**config.mk**
```make
export PLATFORM = sky130hd
export DESIGN_NAME = script_source_tokenizer_unit
export DESIGN_NICKNAME = d
export VERILOG_FILES = /design/src/design/sst_pkg.sv /design/src/design/sst_front.sv /design/src/design/sst_queue.sv /design/src/design/sst_back.sv /design/src/design/script_source_tokenizer_unit.sv
export SDC_FILE = /design/constraint.sdc
export NUM_CORES = 2
export LEC_CHECK = 0
export BUFFER_PORTS_ARGS = -buffer_cell sky130_fd_sc_hd__clkbuf_2
export CAP_MARGIN = 20
export CORE_ASPECT_RATIO = 1.4
export CORE_MARGIN = 3
export CORE_UTILIZATION = 30
export CTS_BUF_LIST = sky130_fd_sc_hd__clkbuf_16
export DETAILED_ROUTE_END_ITERATION = 7
export GPL_TIMING_DRIVEN = 0
export PLACE_DENSITY = 0.47
export SLEW_MARGIN = 5
export SYNTH_ARGS = -nofsm -noshare
export SYNTH_HDL_FRONTEND = slang
export SYNTH_HIERARCHICAL = 1
export SYNTH_SLANG_ARGS = --single-unit
export TNS_END_PERCENT = 1
```
**constraint.sdc**
```tcl
create_clock -name i_clk -period 13.94 [get_ports i_clk]
set_input_delay 0 -clock i_clk [delete_from_list [all_inputs] [get_ports i_clk]]
set_output_delay 0 -clock i_clk [all_outputs]
set_load 0.02 [all_outputs]
```
**src/design/sst_pkg.sv**
```systemverilog
// Shared types, codes and helper functions of the source tokenizer
`timescale 1ns / 1ps
`default_nettype none
package sst_pkg;

    localparam int unsigned SRC_OFS_MAX_DEF = 65535;
    localparam int unsigned LINE_MAX_DEF    = 65535;
    localparam int unsigned QUEUE_DEPTH     = 4;
    localparam int unsigned NUM_KEYS        = 13;
    localparam int unsigned MAX_TOKS        = 3;

    localparam logic [7:0] CH_TAB = 8'h09;
    localparam logic [7:0] CH_LF  = 8'h0A;
    localparam logic [7:0] CH_CR  = 8'h0D;

    typedef enum logic [5:0] {
        K_LPAREN, K_RPAREN, K_LBRACK, K_RBRACK, K_LBRACE, K_RBRACE, K_DOT, K_COMMA,
        K_COLON, K_SEMI, K_PLUS, K_PLUS_EQ, K_MINUS, K_MINUS_EQ, K_STAR, K_STAR_EQ,
        K_SLASH, K_SLASH_EQ, K_PERCENT, K_PERCENT_EQ, K_TILDE, K_BANG, K_BANG_EQ,
        K_AMP, K_AMP_AMP, K_AMP_EQ, K_PIPE, K_PIPE_PIPE, K_PIPE_EQ, K_CARET,
        K_CARET_EQ, K_LT, K_LE, K_SHL, K_SHL_EQ, K_GT, K_GE, K_SHR, K_SHR_EQ,
        K_ASSIGN, K_EQ, K_QUESTION, K_STRING, K_NUMBER, K_IDENT,
        K_LET, K_IF, K_ELSE, K_TRUE, K_FALSE, K_NIL, K_WHILE, K_FOR, K_FN,
        K_FIELD, K_RETURN, K_STATIC, K_CONST, K_END
    } t_kind;

    typedef enum logic [1:0] {
        E_OK, E_UNTERM_STRING, E_NUMBER_DOT, E_UNKNOWN_CHAR
    } t_err;

    typedef enum logic [3:0] {
        M_IDLE, M_OPER, M_NUMI, M_NUMD, M_NUMF, M_WORD, M_STR, M_LCOM, M_BCOM,
        M_BSTAR, M_DROP
    } t_mode;

    typedef struct packed {
        logic [7:0] source_byte;
        logic       end_of_source;
    } t_in;

    typedef struct packed {
        logic [5:0]  token_kind;
        logic [15:0] token_start;
        logic [15:0] token_length;
        logic [15:0] line_number;
        logic [1:0]  error_code;
        logic        last_of_run;
    } t_out;

    typedef struct packed {
        logic [1:0]                count;
        t_out [MAX_TOKS-1:0]       toks;
    } t_bundle;

    typedef struct packed {
        logic valid;
        t_kind kind;
    } t_pair;

    localparam logic [47:0] KEY_TEXT [NUM_KEYS] = '{
        "let", "if", "else", "true", "false", "nil", "while",
        "for", "fn", "field", "return", "static", "const"
    };
    localparam logic [2:0] KEY_LEN [NUM_KEYS] = '{
        3'd3, 3'd2, 3'd4, 3'd4, 3'd5, 3'd3, 3'd5, 3'd3, 3'd2, 3'd5, 3'd6, 3'd6, 3'd5
    };

    function automatic logic is_digit(input logic [7:0] c);
        return c >= "0" && c <= "9";
    endfunction

    function automatic logic is_letter(input logic [7:0] c);
        return (c >= "A" && c <= "Z") || (c >= "a" && c <= "z") || c == "_";
    endfunction

    function automatic logic [NUM_KEYS-1:0] key_match(input logic [2:0] wl,
                                                      input logic [7:0] c);
        logic [NUM_KEYS-1:0] m;
        m = '0;
        for (int k = 0; k < NUM_KEYS; k++) begin
            if (wl < KEY_LEN[k] &&
                KEY_TEXT[k][8*(int'(KEY_LEN[k]) - 1 - int'(wl)) +: 8] == c)
                m[k] = 1'b1;
        end
        return m;
    endfunction

    function automatic t_kind word_kind(input logic [NUM_KEYS-1:0] cand,
                                        input logic [2:0] wl);
        t_kind r;
        r = K_IDENT;
        for (int k = NUM_KEYS - 1; k >= 0; k--) begin
            if (cand[k] && KEY_LEN[k] == wl)
                r = t_kind'(6'(int'(K_LET) + k));
        end
        return r;
    endfunction

    function automatic t_kind single_kind(input logic [7:0] p);
        case (p)
            "+": return K_PLUS;
            "-": return K_MINUS;
            "*": return K_STAR;
            "/": return K_SLASH;
            "%": return K_PERCENT;
            "!": return K_BANG;
            "&": return K_AMP;
            "|": return K_PIPE;
            "^": return K_CARET;
            "<": return K_LT;
            "L": return K_SHL;
            ">": return K_GT;
            "G": return K_SHR;
            default: return K_ASSIGN;
        endcase
    endfunction

    function automatic t_pair pair_kind(input logic [7:0] p, input logic [7:0] b);
        t_pair r;
        r.valid = 1'b1;
        r.kind  = t_kind'(6'(int'(single_kind(p)) + 1));
        if (p == "&" && b == "&")      r.kind = K_AMP_AMP;
        else if (p == "|" && b == "|") r.kind = K_PIPE_PIPE;
        else if (b != "=")             r.valid = 1'b0;
        else if (p == "&")             r.kind = K_AMP_EQ;
        else if (p == "|")             r.kind = K_PIPE_EQ;
        return r;
    endfunction

endpackage
`default_nettype wire

```
**src/design/sst_front.sv**
```systemverilog
// Scanner front end: one source byte per transaction into a bundle of up to three tokens
`timescale 1ns / 1ps
`default_nettype none
module sst_front #(
    parameter int unsigned SOURCE_OFFSET_MAX = sst_pkg::SRC_OFS_MAX_DEF,
    parameter int unsigned LINE_COUNT_MAX    = sst_pkg::LINE_MAX_DEF
) (
    input  wire              i_clk,
    input  wire              i_rst_n,
    input  wire              i_valid,
    input  sst_pkg::t_in     i_data,
    output logic             o_ready,
    input  wire              i_q_full,
    output logic             o_push,
    output sst_pkg::t_bundle o_bundle
);
    localparam int unsigned OW = $clog2(SOURCE_OFFSET_MAX + 1);
    localparam int unsigned LW = $clog2(LINE_COUNT_MAX + 1);
    localparam logic [OW-1:0] OFS_MAX = OW'(SOURCE_OFFSET_MAX);
    localparam logic [LW-1:0] LN_MAX  = LW'(LINE_COUNT_MAX);

    sst_pkg::t_mode                 r_mode, n_mode;
    logic [7:0]                     r_pend, n_pend;
    logic [OW-1:0]                  r_so, n_so;
    logic [OW-1:0]                  r_ofs, n_ofs;
    logic [LW-1:0]                  r_line, n_line;
    logic [2:0]                     r_wl, n_wl;
    logic [sst_pkg::NUM_KEYS-1:0]   r_cand, n_cand;
    logic                           accept;

    function automatic logic [OW-1:0] ofs_inc(input logic [OW-1:0] v);
        return (v < OFS_MAX) ? OW'(v + 1'b1) : OFS_MAX;
    endfunction

    function automatic logic [LW-1:0] line_inc(input logic [LW-1:0] v);
        return (v < LN_MAX) ? LW'(v + 1'b1) : LN_MAX;
    endfunction

    function automatic sst_pkg::t_out mk(input sst_pkg::t_kind k, input logic [OW-1:0] s,
                                         input logic [OW-1:0] e, input logic [LW-1:0] ln,
                                         input sst_pkg::t_err er);
        sst_pkg::t_out t;
        t.token_kind   = k;
        t.token_start  = 16'(s);
        t.token_length = (e >= s) ? 16'(e - s) : 16'd0;
        t.line_number  = 16'(ln);
        t.error_code   = er;
        t.last_of_run  = 1'b0;
        return t;
    endfunction

    always_comb begin
        logic [7:0]    b;
        logic [OW-1:0] pos, end1;
        logic          redo, ended;
        logic [1:0]    cnt;
        sst_pkg::t_pair pk;
        sst_pkg::t_kind ik;
        logic          ik_ok;

        b      = i_data.source_byte;
        pos    = r_ofs;
        end1   = ofs_inc(r_ofs);
        n_mode = r_mode;
        n_pend = r_pend;
        n_so   = r_so;
        n_line = r_line;
        n_wl   = r_wl;
        n_cand = r_cand;
        n_ofs  = end1;
        redo   = 1'b0;
        ended  = 1'b0;
        cnt    = 2'd0;
        ik     = sst_pkg::K_END;
        ik_ok  = 1'b0;
        o_bundle = '0;
        pk     = sst_pkg::pair_kind(r_pend, b);

        case (r_mode)
            sst_pkg::M_OPER: begin
                if (r_pend == "/" && b == "/") n_mode = sst_pkg::M_LCOM;
                else if (r_pend == "/" && b == "*") n_mode = sst_pkg::M_BCOM;
                else if (r_pend == "<" && b == "<") n_pend = "L";
                else if (r_pend == ">" && b == ">") n_pend = "G";
                else if (pk.valid) begin
                    o_bundle.toks[cnt] = mk(pk.kind, r_so, end1, n_line, sst_pkg::E_OK);
                    cnt = cnt + 2'd1;
                    n_mode = sst_pkg::M_IDLE;
                end else begin
                    o_bundle.toks[cnt] = mk(sst_pkg::single_kind(r_pend), r_so, pos, n_line,
                                            sst_pkg::E_OK);
                    cnt = cnt + 2'd1;
                    n_mode = sst_pkg::M_IDLE;
                    redo = 1'b1;
                end
            end
            sst_pkg::M_NUMI, sst_pkg::M_NUMF: begin
                if (sst_pkg::is_digit(b)) begin
                end else if (r_mode == sst_pkg::M_NUMI && b == ".") begin
                    n_mode = sst_pkg::M_NUMD;
                end else begin
                    o_bundle.toks[cnt] = mk(sst_pkg::K_NUMBER, r_so, pos, n_line,
                                            sst_pkg::E_OK);
                    cnt = cnt + 2'd1;
                    n_mode = sst_pkg::M_IDLE;
                    redo = 1'b1;
                end
            end
            sst_pkg::M_NUMD: begin
                if (sst_pkg::is_digit(b)) n_mode = sst_pkg::M_NUMF;
                else begin
                    o_bundle.toks[cnt] = mk(sst_pkg::K_END, r_so, pos, n_line,
                                            sst_pkg::E_NUMBER_DOT);
                    cnt = cnt + 2'd1;
                    n_mode = sst_pkg::M_DROP;
                end
            end
            sst_pkg::M_WORD: begin
                if (sst_pkg::is_letter(b) || sst_pkg::is_digit(b)) begin
                    n_cand = r_cand & sst_pkg::key_match(r_wl, b);
                    n_wl   = (r_wl < 3'd7) ? 3'(r_wl + 3'd1) : 3'd7;
                end else begin
                    o_bundle.toks[cnt] = mk(sst_pkg::word_kind(r_cand, r_wl), r_so, pos,
                                            n_line, sst_pkg::E_OK);
                    cnt = cnt + 2'd1;
                    n_mode = sst_pkg::M_IDLE;
                    redo = 1'b1;
                end
            end
            sst_pkg::M_STR: begin
                if (b == "\"") begin
                    o_bundle.toks[cnt] = mk(sst_pkg::K_STRING, ofs_inc(r_so), pos, n_line,
                                            sst_pkg::E_OK);
                    cnt = cnt + 2'd1;
                    n_mode = sst_pkg::M_IDLE;
                end else if (b == sst_pkg::CH_LF) begin
                    n_line = line_inc(n_line);
                end
            end
            sst_pkg::M_LCOM: begin
                if (b == sst_pkg::CH_LF) begin
                    n_mode = sst_pkg::M_IDLE;
                    redo = 1'b1;
                end
            end
            sst_pkg::M_BCOM, sst_pkg::M_BSTAR: begin
                if (r_mode == sst_pkg::M_BSTAR && b == "/") n_mode = sst_pkg::M_IDLE;
                else if (b == "*") n_mode = sst_pkg::M_BSTAR;
                else begin
                    if (b == sst_pkg::CH_LF) n_line = line_inc(n_line);
                    n_mode = sst_pkg::M_BCOM;
                end
            end
            default: begin
            end
        endcase

        if (n_mode == sst_pkg::M_IDLE && (redo || r_mode == sst_pkg::M_IDLE)) begin
            n_so = pos;
            case (b)
                "(": begin ik = sst_pkg::K_LPAREN;   ik_ok = 1'b1; end
                ")": begin ik = sst_pkg::K_RPAREN;   ik_ok = 1'b1; end
                "[": begin ik = sst_pkg::K_LBRACK;   ik_ok = 1'b1; end
                "]": begin ik = sst_pkg::K_RBRACK;   ik_ok = 1'b1; end
                "{": begin ik = sst_pkg::K_LBRACE;   ik_ok = 1'b1; end
                "}": begin ik = sst_pkg::K_RBRACE;   ik_ok = 1'b1; end
                ".": begin ik = sst_pkg::K_DOT;      ik_ok = 1'b1; end
                ",": begin ik = sst_pkg::K_COMMA;    ik_ok = 1'b1; end
                ":": begin ik = sst_pkg::K_COLON;    ik_ok = 1'b1; end
                ";": begin ik = sst_pkg::K_SEMI;     ik_ok = 1'b1; end
                "~": begin ik = sst_pkg::K_TILDE;    ik_ok = 1'b1; end
                "?": begin ik = sst_pkg::K_QUESTION; ik_ok = 1'b1; end
                " ", sst_pkg::CH_TAB, sst_pkg::CH_CR: begin
                end
                sst_pkg::CH_LF: n_line = line_inc(n_line);
                "\"": n_mode = sst_pkg::M_STR;
                "+", "-", "*", "/", "%", "!", "&", "|", "^", "<", ">", "=": begin
                    n_pend = b;
                    n_mode = sst_pkg::M_OPER;
                end
                default: begin
                    if (sst_pkg::is_digit(b)) begin
                        n_mode = sst_pkg::M_NUMI;
                    end else if (sst_pkg::is_letter(b)) begin
                        n_mode = sst_pkg::M_WORD;
                        n_cand = sst_pkg::key_match(3'd0, b);
                        n_wl   = 3'd1;
                    end else begin
                        o_bundle.toks[cnt] = mk(sst_pkg::K_END, pos, end1, n_line,
                                                sst_pkg::E_UNKNOWN_CHAR);
                        cnt = cnt + 2'd1;
                        n_mode = sst_pkg::M_DROP;
                    end
                end
            endcase
            if (ik_ok) begin
                o_bundle.toks[cnt] = mk(ik, pos, end1, n_line, sst_pkg::E_OK);
                cnt = cnt + 2'd1;
            end
        end

        if (i_data.end_of_source) begin
            case (n_mode)
                sst_pkg::M_OPER: begin
                    o_bundle.toks[cnt] = mk(sst_pkg::single_kind(n_pend), n_so, end1, n_line,
                                            sst_pkg::E_OK);
                    cnt = cnt + 2'd1;
                end
                sst_pkg::M_NUMI, sst_pkg::M_NUMF: begin
                    o_bundle.toks[cnt] = mk(sst_pkg::K_NUMBER, n_so, end1, n_line,
                                            sst_pkg::E_OK);
                    cnt = cnt + 2'd1;
                end
                sst_pkg::M_NUMD: begin
                    o_bundle.toks[cnt] = mk(sst_pkg::K_END, n_so, end1, n_line,
                                            sst_pkg::E_NUMBER_DOT);
                    cnt = cnt + 2'd1;
                    ended = 1'b1;
                end
                sst_pkg::M_WORD: begin
                    o_bundle.toks[cnt] = mk(sst_pkg::word_kind(n_cand, n_wl), n_so, end1,
                                            n_line, sst_pkg::E_OK);
                    cnt = cnt + 2'd1;
                end
                sst_pkg::M_STR: begin
                    o_bundle.toks[cnt] = mk(sst_pkg::K_END, ofs_inc(n_so), end1, n_line,
                                            sst_pkg::E_UNTERM_STRING);
                    cnt = cnt + 2'd1;
                    ended = 1'b1;
                end
                sst_pkg::M_DROP: ended = 1'b1;
                default: begin
                end
            endcase
            if (!ended) begin
                o_bundle.toks[cnt] = mk(sst_pkg::K_END, end1, end1, n_line, sst_pkg::E_OK);
                cnt = cnt + 2'd1;
            end
            n_mode = sst_pkg::M_IDLE;
            n_pend = '0;
            n_so   = '0;
            n_ofs  = '0;
            n_line = LW'(1);
            n_wl   = '0;
            n_cand = '1;
        end
        o_bundle.count = cnt;
    end

    assign o_ready = !i_q_full;
    assign accept  = i_valid && o_ready;
    assign o_push  = accept && (o_bundle.count != 2'd0);

    always_ff @(posedge i_clk) begin
        if (!i_rst_n) begin
            r_mode <= sst_pkg::M_IDLE;
            r_pend <= '0;
            r_so   <= '0;
            r_ofs  <= '0;
            r_line <= LW'(1);
            r_wl   <= '0;
            r_cand <= '1;
        end else if (accept) begin
            r_mode <= n_mode;
            r_pend <= n_pend;
            r_so   <= n_so;
            r_ofs  <= n_ofs;
            r_line <= n_line;
            r_wl   <= n_wl;
            r_cand <= n_cand;
        end
    end
endmodule
`default_nettype wire

```
**src/design/sst_queue.sv**
```systemverilog
// Short queue of token bundles between scanner and output stage
`timescale 1ns / 1ps
`default_nettype none
module sst_queue (
    input  wire              i_clk,
    input  wire              i_rst_n,
    input  wire              i_push,
    input  sst_pkg::t_bundle i_data,
    input  wire              i_pop,
    output logic             o_full,
    output logic             o_valid,
    output sst_pkg::t_bundle o_data
);
    localparam int unsigned PW = $clog2(sst_pkg::QUEUE_DEPTH);

    sst_pkg::t_bundle   r_mem [sst_pkg::QUEUE_DEPTH];
    logic [PW-1:0]      r_wp, r_rp;
    logic [PW:0]        r_cnt;

    assign o_full  = r_cnt == (PW+1)'(sst_pkg::QUEUE_DEPTH);
    assign o_valid = r_cnt != '0;
    assign o_data  = r_mem[r_rp];

    always_ff @(posedge i_clk) begin
        if (i_push) r_mem[r_wp] <= i_data;
    end

    always_ff @(posedge i_clk) begin
        if (!i_rst_n) begin
            r_wp  <= '0;
            r_rp  <= '0;
            r_cnt <= '0;
        end else begin
            if (i_push) r_wp <= PW'(r_wp + 1'b1);
            if (i_pop)  r_rp <= PW'(r_rp + 1'b1);
            r_cnt <= (PW+1)'(r_cnt + (PW+1)'(i_push) - (PW+1)'(i_pop));
        end
    end
endmodule
`default_nettype wire

```
**src/design/sst_back.sv**
```systemverilog
// Output stage: hand out the tokens of each bundle one transaction at a time
`timescale 1ns / 1ps
`default_nettype none
module sst_back (
    input  wire              i_clk,
    input  wire              i_rst_n,
    input  wire              i_q_valid,
    input  sst_pkg::t_bundle i_q_data,
    output logic             o_pop,
    output logic             o_valid,
    input  wire              i_ready,
    output sst_pkg::t_out    o_data
);
    sst_pkg::t_bundle r_bun;
    logic [1:0]       r_idx;
    logic             r_have;
    logic             fire, last, free;

    assign last  = r_idx == 2'(r_bun.count - 2'd1);
    assign fire  = r_have && i_ready;
    assign free  = !r_have || (fire && last);
    assign o_pop = free && i_q_valid;

    always_comb begin
        o_data = r_bun.toks[r_idx];
        o_data.last_of_run = last;
    end
    assign o_valid = r_have;

    always_ff @(posedge i_clk) begin
        if (o_pop) r_bun <= i_q_data;
    end

    always_ff @(posedge i_clk) begin
        if (!i_rst_n) begin
            r_have <= 1'b0;
            r_idx  <= '0;
        end else if (o_pop) begin
            r_have <= 1'b1;
            r_idx  <= '0;
        end else if (free) begin
            r_have <= 1'b0;
        end else if (fire) begin
            r_idx <= 2'(r_idx + 2'd1);
        end
    end
endmodule
`default_nettype wire

```
**src/design/script_source_tokenizer_unit.sv**
```systemverilog
// Top level of the streaming source tokenizer
//
// Input channel: one source byte per transaction, end_of_source set on the last
// byte of a text. Output channel: one token per transaction with kind, start,
// length, line, error code and a flag on the last token caused by a byte.
// The scanner takes one byte per cycle while the queue is not full and writes
// its tokens into a four-entry bundle queue; the output stage sends one token
// per cycle while the receiver is ready, one transfer for each token of a byte;
// a token is registered in the queue and then in the output register.
// A sustained byte rate of one per cycle holds while the receiver is ready and
// bytes average no more than one token each; the output stage port sets it.
// When the receiver stalls, tokens wait in the output register and the queue;
// input ready falls only once the queue is full.
// After the last byte an END token follows, or an error token ends the text,
// and the scanner returns to its reset state for the next source.
// Reset (synchronous, active low) empties the queue and clears scanner state:
// offset zero, line one.
`timescale 1ns / 1ps
`default_nettype none
module script_source_tokenizer_unit #(
    parameter int unsigned SOURCE_OFFSET_MAX = sst_pkg::SRC_OFS_MAX_DEF,
    parameter int unsigned LINE_COUNT_MAX    = sst_pkg::LINE_MAX_DEF
) (
    input  wire              i_clk,
    input  wire              i_rst_n,
    input  wire              i_in_valid,
    output logic             o_in_ready,
    input  sst_pkg::t_in     i_in_data,
    output logic             o_out_valid,
    input  wire              i_out_ready,
    output sst_pkg::t_out    o_out_data
);
    logic             q_full, q_push, q_pop, q_valid;
    sst_pkg::t_bundle f_bundle, q_data;

    sst_front #(
        .SOURCE_OFFSET_MAX (SOURCE_OFFSET_MAX),
        .LINE_COUNT_MAX    (LINE_COUNT_MAX)
    ) u_front (
        .i_clk    (i_clk),
        .i_rst_n  (i_rst_n),
        .i_valid  (i_in_valid),
        .i_data   (i_in_data),
        .o_ready  (o_in_ready),
        .i_q_full (q_full),
        .o_push   (q_push),
        .o_bundle (f_bundle)
    );

    sst_queue u_queue (
        .i_clk   (i_clk),
        .i_rst_n (i_rst_n),
        .i_push  (q_push),
        .i_data  (f_bundle),
        .i_pop   (q_pop),
        .o_full  (q_full),
        .o_valid (q_valid),
        .o_data  (q_data)
    );

    sst_back u_back (
        .i_clk     (i_clk),
        .i_rst_n   (i_rst_n),
        .i_q_valid (q_valid),
        .i_q_data  (q_data),
        .o_pop     (q_pop),
        .o_valid   (o_out_valid),
        .i_ready   (i_out_ready),
        .o_data    (o_out_data)
    );

`ifndef SYNTHESIS
    a_err_is_end: assert property (@(posedge i_clk) disable iff (!i_rst_n)
        o_out_valid && o_out_data.error_code != sst_pkg::E_OK
        |-> o_out_data.token_kind == sst_pkg::K_END)
        else $error("error token without END kind");
    a_end_is_last: assert property (@(posedge i_clk) disable iff (!i_rst_n)
        o_out_valid && o_out_data.token_kind == sst_pkg::K_END
        |-> o_out_data.last_of_run)
        else $error("END token not last of its run");
    a_no_overflow: assert property (@(posedge i_clk) disable iff (!i_rst_n)
        q_full |-> !q_push)
        else $error("push into full queue");
`endif
endmodule
`default_nettype wire

```
---- Word-level counts from Yosys, hierarchy flattened ----
Memory sizes are Yosys's and may differ from the RTL's. A register that Yosys moved wholly into a read port is not among the register bits.
Cells that the tools add are included.
word-level totals
  flip-flop bits (word level) ............. 86
  latch bits .............................. 0
  RAM bits ................................ 692
  ROM bits ................................ 0
  input bits .............................. 13
  output and inout port bits .............. 59
  logic and storage cells ................. 515
  memories kept ........................... 1
operators by class
  $add $sub $neg .......................... 29
  $mul .................................... 0
  divide/modulo/power cells ............... 0
  $lt $le $gt $ge ......................... 33
  equality and inequality tests ........... 108
  shift-type cells ........................ 13
  mux-type cells .......................... 233
  bitwise logic cells ..................... 3
  reductions and logical operators ........ 83
memory list
  memory         depth  width  rd ports  clocked after memory_dff  write ports  line             text
  u_queue.r_mem  4      173    1         1                         1            sst_queue.sv:16  sst_pkg::t_bundle r_mem [sst_pkg::QUEUE_DEPTH];
operator list
  kind                        number
  $mux W171                   9
  $bwmux W171                 8
  $mux W57                    15
  $pmux W171 S5               1
  $shiftx A48 B32 Y8 const A  13
  $demux W57 S2               4
  $mux W16                    23
  $eq A8 B6 Y1 const B        37
  $pmux W57 S5                1
  $pmux W6 S13                2
  $mux W5                     26
  $eq A8 B7 Y1 const B        16
  $bmux W57 S2                1
  $ge A16 B16 Y1              7
  $sub A16 B16 Y16            7
  $eq A8 B8 Y1                13
  $mux W13                    7
  $add A16 B1 Y16 const B     5
  $eq A7 B8 Y1 const A        10
  $lt A16 B16 Y1 const B      5
  $mux W1                     75
  $pmux W6 S12                1
  $mux W8                     8
  $logic_and A1 B1 Y1         60
  50 further kinds            148

---- Longest topological paths before layout ----
  depth in word-level cells ............... 36
  mapped depth ............................ 32
  mapped depth without buffers ............ 25

---- Modules after synthesis ----
Netlist, hierarchy kept.
by module, submodules not included
  module     times used  cells each  area an instance (um^2)  seq. area each (um^2)
  sst_queue  1           946         25419.4                  20960.1
  sst_front  1           2919        18896.9                  1521.5
  sst_back   1           388         6477.5                   5165.0

---- Least setup slack after synthesis ----
No wires, ideal clock.
  path type ............................... register to register
  start ................................... register, netlist name u_back/r_bun[172]
  end ..................................... register u_queue.r_cnt[1]
  arrival ................................. 11.290 ns
  required time ........................... 13.825 ns
  path slack .............................. 2.535 ns
  cell stages (with the launch flop) ...... 10
  clock period less this slack ............ 11.405 ns
  cell sequence ........................... edfxtp_1 > xor2_1 > mux2i_1 > nand2_1 > a21oi_1 > ha_1 > inv_1 > ha_1 > fa_1 > and2_1
on the way
  longest elaborated chain between the ends .. 6
RTL lines
  item                    line                                text
  $sub A2 B1 Y2           sst_back.sv:19                      assign last = r_idx == 2'(r_bun.count - 2'd1);
  $eq A2 B2 Y1            sst_back.sv:19
  net u_back.last         sst_back.sv:17                      logic fire, last, free;
  $logic_and A1 B1 Y1     sst_back.sv:21                      assign free = !r_have || (fire && last);
  $logic_or A1 B1 Y1      sst_back.sv:21
  $logic_and A1 B1 Y1     sst_back.sv:22                      assign o_pop = free && i_q_valid;
  net q_pop               script_source_tokenizer_unit.sv:33  logic q_full, q_push, q_pop, q_valid;
  $sub A3 B1 Y3           sst_queue.sv:36                     r_cnt <= (PW+1)'(r_cnt + (PW+1)'(i_push) - (PW+1)'(i_pop));
  end signal: assignment  sst_queue.sv:36
  end: declaration        sst_queue.sv:18                     logic [PW:0] r_cnt;
The timed path passes the listed nets, and every way through them passes these cells.
A chain may end at the register's enable or synchronous reset.

==> impl_metrics.env <==
export IMPL_status="finished clean"
export IMPL_wl_microns=202000
export IMPL_ys_warnings_count=6
export IMPL_cts_buffer_depth=3
export IMPL_final_nets=4575
export IMPL_gr_usage_all_layers_pct=22.7
export IMPL_antenna_found_initial=2
export IMPL_wl_per_cell_microns=29.9
export IMPL_worstSetupEndpoint="u_queue/r_mem[1][32]"
export IMPL_port_buffers=68
export IMPL_cts_resized=0
export IMPL_vdd_drop_max_mv=0.153
export IMPL_dp_hpwl_microns=156000
export IMPL_synth_fp_nets=4369
export IMPL_htree_levels=3
export IMPL_rrSetupSlack_ns=3.32
export IMPL_ioPinCount=72
export IMPL_arrival_ns=10.95
export IMPL_slew_headroom_pct=14.2
export IMPL_start_util_pct=30.2
export IMPL_fin_crit_sh_pct=76.2
export IMPL_tritoncts="done"
export IMPL_syn_avg_cell_area_sq_um=11.9
export IMPL_end_kind="register"
export IMPL_max_slew_worst_pin_slew_ns=1.25
export IMPL_fp_row_count=177
export IMPL_grt_pass1_vias=38088
export IMPL_whs_ns=0.103
export IMPL_critPathLaunchType="register"
export IMPL_fin_crit_ns=10.62
export IMPL_slowest_stage="a21oi_1"
export IMPL_place_gp_congestion=1.00
export IMPL_grt_pass1_wl_microns=286000
export IMPL_setup_viol=0
export IMPL_core_sq_um=167000
export IMPL_fmax_mhz=94.2
export IMPL_grt_start_max_net_pins=50
export IMPL_synth_area_sq_um=50300
export IMPL_drv_slew=0
export IMPL_finalNonFillerCells=6758
export IMPL_overflow=0
export IMPL_drc=0
export IMPL_cts_buffers=92
export IMPL_clk_latency_ns=0.70
export IMPL_p_leak_nw=18.9
export IMPL_drive_gt1_share_pct=13.5
export IMPL_critPathMaxFanout=10
export IMPL_synth_cells=4234
export IMPL_worstSetupStartpoint="u_front/r_pend[3]"
export IMPL_r2r_end="u_queue/r_mem[1][32]"
export IMPL_fin_skew_ns=0.0371
export IMPL_die_area_sq_um=173000
export IMPL_setup_tns_ns=0
export IMPL_post_place_ws_ns=3.40
export IMPL_rsz0062_at_grt="false"
export IMPL_power_density_nw_per_um2=191
export IMPL_finalHoldViolations=0
export IMPL_via_per_inst=5.64
export IMPL_clock_sinks=938
export IMPL_hold_path_class="input pin to register"
export IMPL_area_growth_pct=14.1
export IMPL_cpPeakStageDelay_ns=0.80
export IMPL_worst_slack_ns=3.32
export IMPL_fp_dieW_microns=352
export IMPL_cp_required_ns=14.27
export IMPL_whs_path_depth=6
export IMPL_r2r_cells=30
export IMPL_fp_dieH_microns=491
export IMPL_reg2reg_from="u_front/r_pend[3]"
export IMPL_drv_cap=0
export IMPL_vias=38142
export IMPL_first_pass_iters=7
export IMPL_clk_pin_slew_ns=0.06
export IMPL_cts_root_buffer="clkbuf_16"
export IMPL_path_class="register to register"
export IMPL_dp_cells=6578
export IMPL_detail_route_antenna_nets=0
export IMPL_drt_initial_drc_count=3655
cells in the final DEF (no fill, tap or decap), types with 27 or more instances in the layout:
| cell type | count |
|---|---|
| clkbuf_16 | 95 |
| nor2_1 | 279 |
| buf_2 | 71 |
| a211oi_1 | 27 |
| nor2b_1 | 51 |
| inv_1 | 113 |
| o21a_1 | 38 |
| clkbuf_1 | 160 |
| a22oi_1 | 58 |
| nand2b_1 | 42 |
| nor3_1 | 91 |
| dfxtp_1 | 88 |
| ha_1 | 116 |
| a21oi_1 | 272 |
| a21o_1 | 38 |
| a31oi_1 | 55 |
| nand3_1 | 122 |
| edfxtp_1 | 850 |
| and2_1 | 46 |
| nand4_1 | 42 |
| or3_1 | 31 |
| xor2_1 | 28 |
| a221oi_1 | 33 |
| mux4_2 | 170 |
| o21ai_0 | 280 |
| mux2i_1 | 90 |
| nand2_1 | 344 |
| o22ai_1 | 79 |
| clkbuf_2 | 70 |
| and3_1 | 35 |
| xnor2_1 | 88 |
worst max-delay path, delay by kind of cell (launching register included):
kind,cells,cell delay (ns)
simple gates,7,1.83
flops,1,0.31
buf+inv,8,2.47
fa+ha+maj,3,1.17
compound gates,12,4.47
stage by stage:
step                      instance area [sq um]  utilization [%]  power (mW)
after floorplan                           50300                -        6.83
after global placement                    53500             32.1        8.68
after detailed placement                  54200             32.5        8.43
after CTS                                 57400             34.5        11.1
after global routing                      57400             34.5        11.4
final                                     57400             34.5        11.0
metal layers:
metal  vias to the layer above  global-route usage [%]  routed length (microns)
li1                      16968                       -                        -
met1                     19393                    28.2                    82200
met2                      1365                    38.6                    97800
met3                       414                    2.59                     9510
met5                         -                       0                       12
met4                         2                    12.6                    12700
registers in the layout, indices dropped and copies added (netlist names), named ones only:
signal,flops
u_front/r_line,16
u_front/r_ofs,16
u_queue/r_cnt,3
u_front/r_mode,4
u_queue/r_rp,2
u_queue/r_wp,2
u_front/r_wl,3
u_queue/r_mem,680
u_back/r_idx,2
u_front/r_so,16
u_front/r_pend,8
u_front/r_cand,13
u_back/o_valid,1
u_back/r_bun,170
how the worst min path moves through the flow:
stage               slack [ns]           endpoint    startpoint
global route              0.13  u_front/r_pend[0]  i_in_data[8]
global placement          0.45    u_back/r_idx[0]       i_rst_n
floorplan                 0.12    u_back/r_idx[0]       i_rst_n
CTS                       0.04  u_front/r_pend[0]  i_in_data[8]
finish                    0.10  u_front/r_pend[0]  i_in_data[8]
detailed placement        0.43    u_back/r_idx[0]       i_rst_n
repair_timing:
item | CTS | global route
hold buffers | 4 | 0
endpoints found under the hold margin | 24 | 0
setup buffers | 0 | 0
layout make-up:
class / count / area (sq um)
Clock buffer: 95 / 2380
Sequential cell: 938 / 27300
Antenna cell: 2 / 5.00
Buffer: 276 / 1330
Fill cell: 16749 / 109000
Inverter: 100 / 375
Timing Repair Buffer: 112 / 1040
Tap cell: 2237 / 2800
Clock inverter: 78 / 790
Multi-Input combinational cell: 2920 / 21400
power by group:
| part | internal, mW | switching [mW] | total, mW |
|---|---|---|---|
| combinational | 1.31 | 2.75 | 4.06 |
| sequential | 4.12 | 0.183 | 4.30 |
| clock | 1.49 | 1.11 | 2.61 |
Note: power is estimated with default switching activity, not from simulation.
